## src/design/focs_pkg.sv

```systemverilog
// Shared types, constants and helper functions for the FOC current loop.
`timescale 1ns / 1ps
package focs_pkg;

  // Defaults for the top-level parameters
  localparam int unsigned CURRENT_WIDTH = 16;

  // Angle quantization ahead of the polynomial sine (power of two entries per turn)
  localparam int unsigned SINE_TABLE_ENTRIES = 1024;
  localparam int unsigned AngStep = 65536 / SINE_TABLE_ENTRIES;
  localparam logic [15:0] ANG_MASK = ~16'(AngStep - 1);

  // Quarter-wave sine polynomial coefficients, unsigned Q1.15
  localparam logic [15:0] SIN_A = 16'd51437;
  localparam logic [15:0] SIN_B = 16'd20953;
  localparam logic [15:0] SIN_C = 16'd2285;

  // 1/sqrt3 scaled by 2^16, voltage limit in Q1.15
  localparam logic [16:0] INV_SQRT3_Q16 = 17'd37837;
  localparam logic [14:0] VOLT_LIMIT = 15'd27810;
  localparam logic [29:0] VOLT_LIMIT_SQ = 30'd773396100;
  localparam int unsigned VOLT_WIDTH = 24;

  // Iteration counts of the square root and divide sequences
  localparam int unsigned SQRT_STEPS = 25;
  localparam int unsigned DIV_STEPS = 16;

  // Configuration register indexes
  localparam logic [1:0] REG_KP   = 2'd0;
  localparam logic [1:0] REG_KI   = 2'd1;
  localparam logic [1:0] REG_HALF = 2'd2;
  localparam logic [1:0] REG_DEAD = 2'd3;

  // Datapath operation codes
  localparam logic [5:0] OP_NOP      = 6'd0;
  localparam logic [5:0] OP_LOAD     = 6'd1;
  localparam logic [5:0] OP_SIN_X2   = 6'd2;
  localparam logic [5:0] OP_SIN_U    = 6'd3;
  localparam logic [5:0] OP_SIN_W    = 6'd4;
  localparam logic [5:0] OP_SIN_Y    = 6'd5;
  localparam logic [5:0] OP_CLARKE   = 6'd6;
  localparam logic [5:0] OP_PD1      = 6'd7;
  localparam logic [5:0] OP_PD2      = 6'd8;
  localparam logic [5:0] OP_PQ1      = 6'd9;
  localparam logic [5:0] OP_PQ2      = 6'd10;
  localparam logic [5:0] OP_ERR      = 6'd11;
  localparam logic [5:0] OP_VD       = 6'd12;
  localparam logic [5:0] OP_VQ       = 6'd13;
  localparam logic [5:0] OP_M2A      = 6'd14;
  localparam logic [5:0] OP_M2B      = 6'd15;
  localparam logic [5:0] OP_INTD     = 6'd16;
  localparam logic [5:0] OP_INTQ     = 6'd17;
  localparam logic [5:0] OP_SQ_STEP  = 6'd18;
  localparam logic [5:0] OP_DIV_INIT = 6'd19;
  localparam logic [5:0] OP_DIV_STEP = 6'd20;
  localparam logic [5:0] OP_DIV_END  = 6'd21;
  localparam logic [5:0] OP_IBUS1    = 6'd22;
  localparam logic [5:0] OP_IBUS2    = 6'd23;
  localparam logic [5:0] OP_IPA1     = 6'd24;
  localparam logic [5:0] OP_IPA2     = 6'd25;
  localparam logic [5:0] OP_IPB1     = 6'd26;
  localparam logic [5:0] OP_IPB2     = 6'd27;
  localparam logic [5:0] OP_BK       = 6'd28;
  localparam logic [5:0] OP_SEXT     = 6'd29;
  localparam logic [5:0] OP_T1       = 6'd30;
  localparam logic [5:0] OP_T2       = 6'd31;
  localparam logic [5:0] OP_T0       = 6'd32;
  localparam logic [5:0] OP_TS       = 6'd33;
  localparam logic [5:0] OP_OUT      = 6'd34;

  // Command from the sequencer: operation plus axis/angle select
  typedef struct packed {
    logic [5:0] op;
    logic       sel;
  } focs_cmd_t;

  // Status back to the sequencer
  typedef struct packed {
    logic limited;
  } focs_stat_t;

  // Saturate to w signed bits
  function automatic logic signed [63:0] sat_s(logic signed [63:0] v, int unsigned w);
    logic signed [63:0] hi;
    logic signed [63:0] lo;
    hi = (64'sd1 <<< (w - 1)) - 64'sd1;
    lo = -hi - 64'sd1;
    return (v > hi) ? hi : ((v < lo) ? lo : v);
  endfunction

  // Arithmetic shift right with round half up
  function automatic logic signed [63:0] rnd_s(logic signed [63:0] v, int unsigned s);
    return (v + (64'sd1 <<< (s - 1))) >>> s;
  endfunction

endpackage

```

## src/design/focs_ctrl.sv

```systemverilog
// Sequencer for the FOC current loop: steps the datapath through one PWM update.
`timescale 1ns / 1ps
module focs_ctrl (
  input  logic                   clk_i,
  input  logic                   rst_ni,
  input  logic                   in_valid_i,
  output logic                   in_ready_o,
  input  logic                   out_ready_i,
  output logic                   out_valid_o,
  input  focs_pkg::focs_stat_t   stat_i,
  output focs_pkg::focs_cmd_t    cmd_o
);
  import focs_pkg::*;

  localparam logic [2:0] ST_IDLE = 3'd0;
  localparam logic [2:0] ST_RUN  = 3'd1;
  localparam logic [2:0] ST_SQRT = 3'd2;
  localparam logic [2:0] ST_DIV  = 3'd3;
  localparam logic [2:0] ST_OUT  = 3'd4;

  localparam logic [4:0] PC_BRANCH = 5'd19;
  localparam logic [4:0] PC_LAST   = 5'd31;

  logic [2:0] state_q, state_d;
  logic [4:0] pc_q, pc_d;
  logic [5:0] cnt_q, cnt_d;
  logic       out_valid_q, out_valid_d;
  logic [5:0] run_op;
  logic       run_sel;

  // Straight-line program of the run phase
  always_comb begin
    run_sel = (pc_q >= 5'd4) && (pc_q <= 5'd7);
    case (pc_q)
      5'd0, 5'd4:  run_op = OP_SIN_X2;
      5'd1, 5'd5:  run_op = OP_SIN_U;
      5'd2, 5'd6:  run_op = OP_SIN_W;
      5'd3, 5'd7:  run_op = OP_SIN_Y;
      5'd8:        run_op = OP_CLARKE;
      5'd9:        run_op = OP_PD1;
      5'd10:       run_op = OP_PD2;
      5'd11:       run_op = OP_PQ1;
      5'd12:       run_op = OP_PQ2;
      5'd13:       run_op = OP_ERR;
      5'd14:       run_op = OP_VD;
      5'd15:       run_op = OP_VQ;
      5'd16:       run_op = OP_M2A;
      5'd17:       run_op = OP_M2B;
      5'd18:       run_op = OP_INTD;
      5'd19:       run_op = OP_INTQ;
      5'd20:       run_op = OP_IBUS1;
      5'd21:       run_op = OP_IBUS2;
      5'd22:       run_op = OP_IPA1;
      5'd23:       run_op = OP_IPA2;
      5'd24:       run_op = OP_IPB1;
      5'd25:       run_op = OP_IPB2;
      5'd26:       run_op = OP_BK;
      5'd27:       run_op = OP_SEXT;
      5'd28:       run_op = OP_T1;
      5'd29:       run_op = OP_T2;
      5'd30:       run_op = OP_T0;
      5'd31:       run_op = OP_TS;
      default:     run_op = OP_NOP;
    endcase
  end

  // Next state and command
  always_comb begin
    state_d    = state_q;
    pc_d       = pc_q;
    cnt_d      = cnt_q;
    in_ready_o = 1'b0;
    cmd_o.op   = OP_NOP;
    cmd_o.sel  = 1'b0;
    case (state_q)
      ST_IDLE: begin
        in_ready_o = 1'b1;
        if (in_valid_i) begin
          cmd_o.op = OP_LOAD;
          state_d  = ST_RUN;
          pc_d     = '0;
        end
      end
      ST_RUN: begin
        cmd_o.op  = run_op;
        cmd_o.sel = run_sel;
        pc_d      = 5'(pc_q + 5'd1);
        if (pc_q == PC_BRANCH && stat_i.limited) begin
          state_d = ST_SQRT;
          cnt_d   = '0;
        end else if (pc_q == PC_LAST) begin
          state_d = ST_OUT;
        end
      end
      ST_SQRT: begin
        cmd_o.op = OP_SQ_STEP;
        cnt_d    = 6'(cnt_q + 6'd1);
        if (cnt_q == 6'(SQRT_STEPS - 1)) begin
          state_d = ST_DIV;
          cnt_d   = '0;
        end
      end
      ST_DIV: begin
        // d axis first, then q axis: init, steps, sign fix
        cmd_o.sel = (cnt_q > 6'(DIV_STEPS + 1));
        cnt_d     = 6'(cnt_q + 6'd1);
        if (cnt_q == 6'd0 || cnt_q == 6'(DIV_STEPS + 2)) begin
          cmd_o.op = OP_DIV_INIT;
        end else if (cnt_q == 6'(DIV_STEPS + 1) || cnt_q == 6'(2 * DIV_STEPS + 3)) begin
          cmd_o.op = OP_DIV_END;
        end else begin
          cmd_o.op = OP_DIV_STEP;
        end
        if (cnt_q == 6'(2 * DIV_STEPS + 3)) begin
          state_d = ST_RUN;
          pc_d    = 5'(PC_BRANCH + 5'd1);
        end
      end
      ST_OUT: begin
        if (!out_valid_q || out_ready_i) begin
          cmd_o.op = OP_OUT;
          state_d  = ST_IDLE;
        end
      end
      default: state_d = ST_IDLE;
    endcase
  end

  // Output beat valid
  always_comb begin
    out_valid_d = out_valid_q;
    if (cmd_o.op == OP_OUT) begin
      out_valid_d = 1'b1;
    end else if (out_ready_i) begin
      out_valid_d = 1'b0;
    end
  end

  always_ff @(posedge clk_i or negedge rst_ni) begin
    if (!rst_ni) begin
      state_q     <= ST_IDLE;
      pc_q        <= '0;
      cnt_q       <= '0;
      out_valid_q <= 1'b0;
    end else begin
      state_q     <= state_d;
      pc_q        <= pc_d;
      cnt_q       <= cnt_d;
      out_valid_q <= out_valid_d;
    end
  end

  assign out_valid_o = out_valid_q;

endmodule

```

## config.mk

```make
export PLATFORM = sky130hd
export DESIGN_NAME = focs_ctrl
export DESIGN_NICKNAME = d
export VERILOG_FILES = /design/src/design/focs_pkg.sv /design/src/design/focs_ctrl.sv
export SDC_FILE = /design/constraint.sdc
export NUM_CORES = 1
export LEC_CHECK = 0
export BUFFER_PORTS_ARGS = -buffer_cell sky130_fd_sc_hd__buf_4
export CAP_MARGIN = 10
export CORE_UTILIZATION = 40
export DETAILED_ROUTE_END_ITERATION = 16
export PLACE_DENSITY_LB_ADDON = 0.12
export REMOVE_ABC_BUFFERS = 1
export SLEW_MARGIN = 20
export SYNTH_ARGS = -nofsm -noshare
export SYNTH_HDL_FRONTEND = slang
export SYNTH_SLANG_ARGS = --single-unit
```

## constraint.sdc

```tcl
create_clock -name clk_i -period 2.7 [get_ports clk_i]
set_input_delay 0.135 -clock clk_i [delete_from_list [all_inputs] [get_ports clk_i]]
set_output_delay 0.135 -clock clk_i [all_outputs]
set_load 0.02 [all_outputs]
```

==> impl_results.md, run 1 <==
* Mux share of post-synthesis cell area at 0.0630
* Min cycle time layout at 2330 ps
* Fin nets at 182
* 1st-iter DRT viols at 64
* Antenna Cells at 0
* Top cell type by total area after synthesis: dfrtp_1
* Gr usage total at 0.189
* Final setup fails at 0
* Post-route ant nets at 0
* Switch Pwr at 845 uW
* Main combinational cell family by area after synthesis: simple AND/OR/NAND/NOR gates
* Clk pwr share at 0.080
* Initial Util at 0.429
* Vias per cell at 5.66
* Largest cells by area after synthesis: dfrtp_1 (28%), ha_1 (10%), a21oi_1 (4.5%), nand2_1 (3.9%), mux2i_1 (3.8%)
* Final period utilization at 0.864
* Std cell rows at 20
* Most common cell in the netlist: dfrtp_1
* Overall power at 1680 uW
* Compound-Gate Fraction of Synth Area at 0.227
* #FFs+latches synth at 15
* Cell variety after synth at 48
* Required time of the worst setup path at 2570 ps
* Synth cell count leaders: dfrtp_1 (15), nand2_1 (14), nor2_1 (13)
* Post-synth EDFFs at 0
* Minimum hold slack at 159 ps
* Routed via count at 1,182
* Hold path startpoint: out_ready_i
* Endpoints failing hold at 0
* Ys flop type: dfrtp_1
* Maxcap violations at 0
* Core Box Area at 3100 um2
* Layout cells sized above 1 at 0.158
* Core Util, Final at 0.471
* Int Power at 839 uW
* Combinational share of power at 0.591
* IO Port Bufs at 13
* Cells after Synth at 157
* Achievable Freq at 429 MHz
* Max incr delay on CP at 480 ps
* Slew headroom at 0.465
* Antenna violations before repair at 0
* First-pass GRT wire length at 5.02 mm
* Die height at 59.7 um
* CTS H-tree lvls at 1
* Pwr/cell area at 1150 nW/um2
* Crit path kind: reg -> out
* Num CTS Buffers at 3
* Crit-path cells: inv_1 -> ha_1 -> and2_2 -> or3_1 -> a21oi_1 -> o21a_1 -> buf_4
* TritonCTS clock tree: done
* FFs w/ async S/R, synth at 1.00
* RSZ-0062 raised after global routing: false
* Sum of negative setup slack at 0 ps
* Syn Area/Cell at 8.48 um2
* Postcts setup bufs at 0
* CP Buf/Inv Count at 2
* YS warnings at 0
* CTS clk-pin slew, worst paths at 100 ps
* Final GP Congestion at 0.855
* Run status: complete, no violations
* Max FO, Critical Path at 8
* Adder-cell share of the synthesized area at 0.103
* I/O pin cnt at 14
* Startpoint types: register
* Root buffer cell: clkbuf_4
* Pre-antenna DRT Iters at 5
* Slew Limit Fails at 0
* Gr ovfl total at 0
* Reg2reg setup slack at 600 ps
* Worst-case clock skew at 16.8 ps
* Reg2reg path depth at 6
* Hold Crit Class: in -> reg
* P_leak at 0.000649 uW
* Power share of the sequential group at 0.329
* Largest net degree at the start of global routing at 27
* Largest delay share family, worst path: simple AND/OR/NAND/NOR gates
* Inst Count DP at 204
* Syn Std Cell Area at 1330 um2
* Number of non-filler instances in the completed layout at 209
* Yosys top cell area share at 0.282
* Vias in the first global route at 1,064
* Total clock sinks at 15
* Sw Share at 0.502
* Simple-Gate Fraction of Synth Area at 0.250
* DP HPWL at 2.28 mm
* Critical path endpoint category: primary output
* Hold Path End: out_valid_o
* Clock latency on the worst-skew pair at 300 ps
* Area Overhead vs Synth at 9.87%
* Slew @ Worst Pin at 802 ps
* Routed wire length at 3.08 mm
* Clk buf depth at 2
* Reg2Reg Launch Point: pc_q[1]
* Hold path depth at 3
* Arrival time worst endpoint at 2200 ps
* Worst vdd ir at 509 uV
* Slowest-stage cell, CP: dfrtp_1
* WL/cell at 14.7 um
* Remaining DRCs at 0
* Total die area at 3560 um2
* R2R Path End: out_valid_o
* XOR/XNOR Fraction of Synth Area at 0
* Die W at 59.7 um
* Sequential element share of the synthesized area at 0.282
==> worst register-to-register path, cell delays in order (launching register included) <==
cell and delay [ps]:
dfrtp_1 480, inv_1 130, ha_1 350, nand2b_1 150
mux4_2 460, o21a_1 190, o41ai_2 260
==> kinds of logic after synthesis <==
logic type,Yosys count
muxes,7
AOI/OAI and AO/OA,44
and+or+nand+nor,60
adders and majority gates,11
buffers and inverters,20
DFF,15
==> power groups by stage <==
stage          Sequential (uW)  Combinational (uW)  Clock, uW
2_1_floorplan              488                 739          0
3_3_place_gp               551                 987          0
3_5_place_dp               555                 993          0
4_1_cts                    549                 999        144
5_1_grt                    581                1100        153
6_report                   554                 996        134
==> worst max-delay path by stage <==
stage | start | to | slack, ps | depth (start not counted)
2_1_floorplan | pc_q[1] | out_valid_o | 760 | 6
4_1_cts | pc_q[1] | cmd_o[3] | 360 | 7
3_5_place_dp | pc_q[1] | out_valid_o | 600 | 6
5_1_grt | pc_q[1] | cmd_o[3] | 250 | 7
3_3_place_gp | pc_q[1] | out_valid_o | 650 | 6
6_report | pc_q[1] | cmd_o[3] | 370 | 7
==> placed cells by master, fill, tap and decap left out, types with 4 or more instances in the layout <==
cell type	synthesis	routed
a21oi_1	12	12
buf_4	2	14
dfrtp_1	15	15
ha_1	11	11
inv_1	9	9
mux2i_1	5	5
nand2_1	14	14
nor2_1	13	13
o21ai_0	7	7
or3_1	4	4
==> metal layers <==
| metal | track usage | vias to the layer above | part of all wire |
|---|---|---|---|
| met1 | 0.264 | 568 | 0.50 |
| met5 | 0 | - | 0 |
| li1 | - | 586 | - |
| met2 | 0.302 | 24 | 0.45 |
| met4 | 0.0399 | 0 | 0.0068 |
| met3 | 0.0390 | 4 | 0.043 |
==> metrics by stage <==
step           setup slack, ps  cell area [um2]
6_report                   368             1460
5_1_grt                    252             1460
4_1_cts                    357             1460
3_5_place_dp               599             1430
3_3_place_gp               648             1430
2_1_floorplan              758             1270
==> registers in the layout, summed over array words and instances, names as in the netlist <==
| name | count |
|---|---|
| pc_q | 5 |
| cnt_q | 6 |
| out_valid_o | 1 |
| state_q | 3 |
==> layout make-up <==
| type | instances | area (um2) |
|---|---|---|
| Sequential cell | 15 | 375 |
| Inverter | 9 | 33.8 |
| Fill cell | 329 | 1640 |
| Timing Repair Buffer | 15 | 115 |
| Tap cell | 44 | 55.1 |
| Multi-Input combinational cell | 122 | 857 |
| Clock buffer | 4 | 26.3 |
==> what timing repair did <==
action                                 in CTS  in global routing
hold buffers                                1                  0
setup endpoints to repair                   0                  0
resized for setup                           0                  0
endpoints found under the hold margin      15                  0
No activity file was read; power rests on OpenSTA's default activity.
==> run 2, diff against run 1 <==
- CTS_CLUSTER_SIZE: unset -> 16
- clock period: 2.7 -> 2.1 ns (I/O delays scaled with it)
==> run 2 against run 1 <==
Effect of this change:
- cell count is 5.3% higher
- setup slack worse by 270 ps
- register-to-register slack lost 460 ps
- highest routed layer unchanged
- non-clock buffer count rose by 11
- final area up 7.5%
- hold slack improved by 3.7 ps
- largest power group unchanged
==> impl_results.md, run 2 (synthesis results as in run 1) <==
* First-pass GRT wire length at 5.20 mm (+3.6%)
* Largest net degree at the start of global routing at 16 (-41%)
* Startpoint types: register
* CTS H-tree lvls at 1 (unchanged)
* Slowest-stage cell, CP: dfrtp_1
* Slew Limit Fails at 0 (unchanged)
* DP HPWL at 2.40 mm (+5.5%)
* Most frequent cells in the layout: buf_4 (25), nand2_1 (14), dfrtp_1 (14)
* Achievable Freq at 500 MHz
* Min cycle time layout at 2000 ps
* CTS clk-pin slew, worst paths at 100 ps (about the same)
* Vias in the first global route at 1,149 (+8.0%)
* Final setup fails at 0 (unchanged)
* Area Overhead vs Synth at 18.1%
* Clk buf depth at 2 (unchanged)
* Total clock sinks at 15 (unchanged)
* Arrival time worst endpoint at 1900 ps (-300 ps)
* Fin nets at 193 (+6.0%)
* Clock latency on the worst-skew pair at 290 ps (about the same)
* Fillcell total at 325 (-1.2%)
* Die W at 59.7 um (unchanged)
* Dpl cell area at 1490 um2 (+4.2%)
* RSZ-0062 raised after global routing: true
* Std cell rows at 20 (unchanged)
* Finished Cell Area at 1570 um2 (+7.5%)
* Pwr/cell area at 1530 nW/um2 (+32%)
* Layout cells sized above 1 at 0.256 (+0.0981)
* Root buffer cell: clkbuf_4
* Routed wire length at 3.22 mm (+4.6%)
* Run status: complete, no violations
* Num CTS Buffers at 3 (unchanged)
* Max reg flops at 6 (unchanged)
* Die height at 59.7 um (unchanged)
* I/O pin cnt at 14 (unchanged)
* Initial Util at 0.429 (unchanged)
* Slew headroom at 0.688 (+0.223)
* Seq. cell area at 377 um2 (+0.33%)
* CP most frequent cell: inv_1
* Minimum hold slack at 162 ps (+3.68 ps)
* Remaining DRCs at 0 (unchanged)
* TritonCTS clock tree: done
* Total die area at 3560 um2 (unchanged)
* IO Port Bufs at 13 (unchanged)
* Antenna Cells at 0 (unchanged)
* Footprint of the multi-input gates at 883 um2 (+3.1%)
* Vias per cell at 5.62 (-0.66%)
* Max incr delay on CP at 410 ps (-70 ps)
* Biggest regs: cnt_q x6, pc_q x5, state_q x3
* Worst-case clock skew at 12.5 ps (-4.36 ps)
* Most common cell after layout, fill and taps aside: buf_4
* Critical path endpoint category: primary output
* Routed via count at 1,236 (+4.6%)
* Final GP Congestion at 0.958 (+12%)
* Final period utilization at 0.953
* WL/cell at 14.6 um (-0.59%)
* Endpoints failing hold at 0 (unchanged)
* Antenna violations before repair at 0 (unchanged)
* Crit path kind: reg -> out
* Crit-path cells: inv_1 -> ha_2 -> mux2i_1 -> o41ai_1 -> a221oi_2 -> inv_1 -> buf_4
* Max FO, Critical Path at 5 (-3)
* Post-route ant nets at 0 (unchanged)
* Gr usage total at 0.196 (+0.00701)
* Largest Register: cnt_q
* Required time of the worst setup path at 2000 ps (-570 ps)
* 1st-iter DRT viols at 43 (-33%)
* Hold Crit Class: in -> reg
* Gr ovfl total at 0 (unchanged)
* Slew @ Worst Pin at 466 ps (-336 ps)
* Maxcap violations at 0 (unchanged)
* Pre-antenna DRT Iters at 4 (-1)
* Worst vdd ir at 618 uV (+21%)
* Core Box Area at 3100 um2 (unchanged)
* Core Util, Final at 0.507 (+0.0355)
* P_leak at 0.000698 uW (+7.7%)
[run 2: changes by cell type in the layout (fill, tap and decap cells not counted), moves of 2 or more]
| cell | change |
|---|---|
| buf_4 | +11 |
| ha_1 | -2 |
| inv_1 | -3 |
| inv_2 | +3 |
[run 2: worst max-delay path: cells and delay by family (launching register included)]
family	cells	cell delay [ps]
compound gates	2	460
flops	1	410
buf+inv	3	330
fa+ha+maj	1	210
mux	1	200
[run 2: stage by stage]
stage | std cells | setup slack [ps] | total power, uW | setup TNS (ps)
global placement | 212 | 166 | 2070 | 0
detailed placement | 212 | 69.3 | 2090 | 0
finish | 220 | 98.7 | 2400 | 0
floorplan | 146 | 158 | 1580 | 0
global route | 220 | -32.6 | 2620 | -41.3
CTS | 218 | 5.86 | 2300 | 0
[run 2: what timing repair did]
action	4_1_cts	5_1_grt
hold buffers	1	0
gates resized for setup	1	7
endpoints found under the setup margin	2	4
pin swaps	1	1
setup buffers	1	2
hold endpoints to repair	15	0
[run 2: final timing paths]
kind,startpoint,endpoint,slack [ps],cells after the start
min in group asynchronous,rst_ni,cnt_q[5],200,2
worst min-delay path,out_ready_i,out_valid_o,160,3
worst max-delay path,cnt_q[1],cmd_o[2],100,7
worst max register to register,cnt_q[1],out_valid_o,140,7
worst min register to register,out_valid_o,out_valid_o,570,2
max in group asynchronous,rst_ni,pc_q[3],1710,2
[run 2: final cells by class]
type,instances,area share
tap,44,0.0350
inverter,9,0.0215
clock buffer,4,0.0167
multi-input combinational,122,0.562
timing repair buffer,26,0.126
sequential,15,0.239
[run 2: routing by layer]
layer,global-route usage,part of all wire
met3,0.0455,0.034
met4,0.0465,0.015
met5,0,0
met1,0.264,0.49
met2,0.317,0.46
[run 2: where the power goes]
group | internal (uW) | switching, uW
clock | 73.7 | 92.1
combinational | 761 | 851
sequential | 408 | 213
total | 1240 | 1160
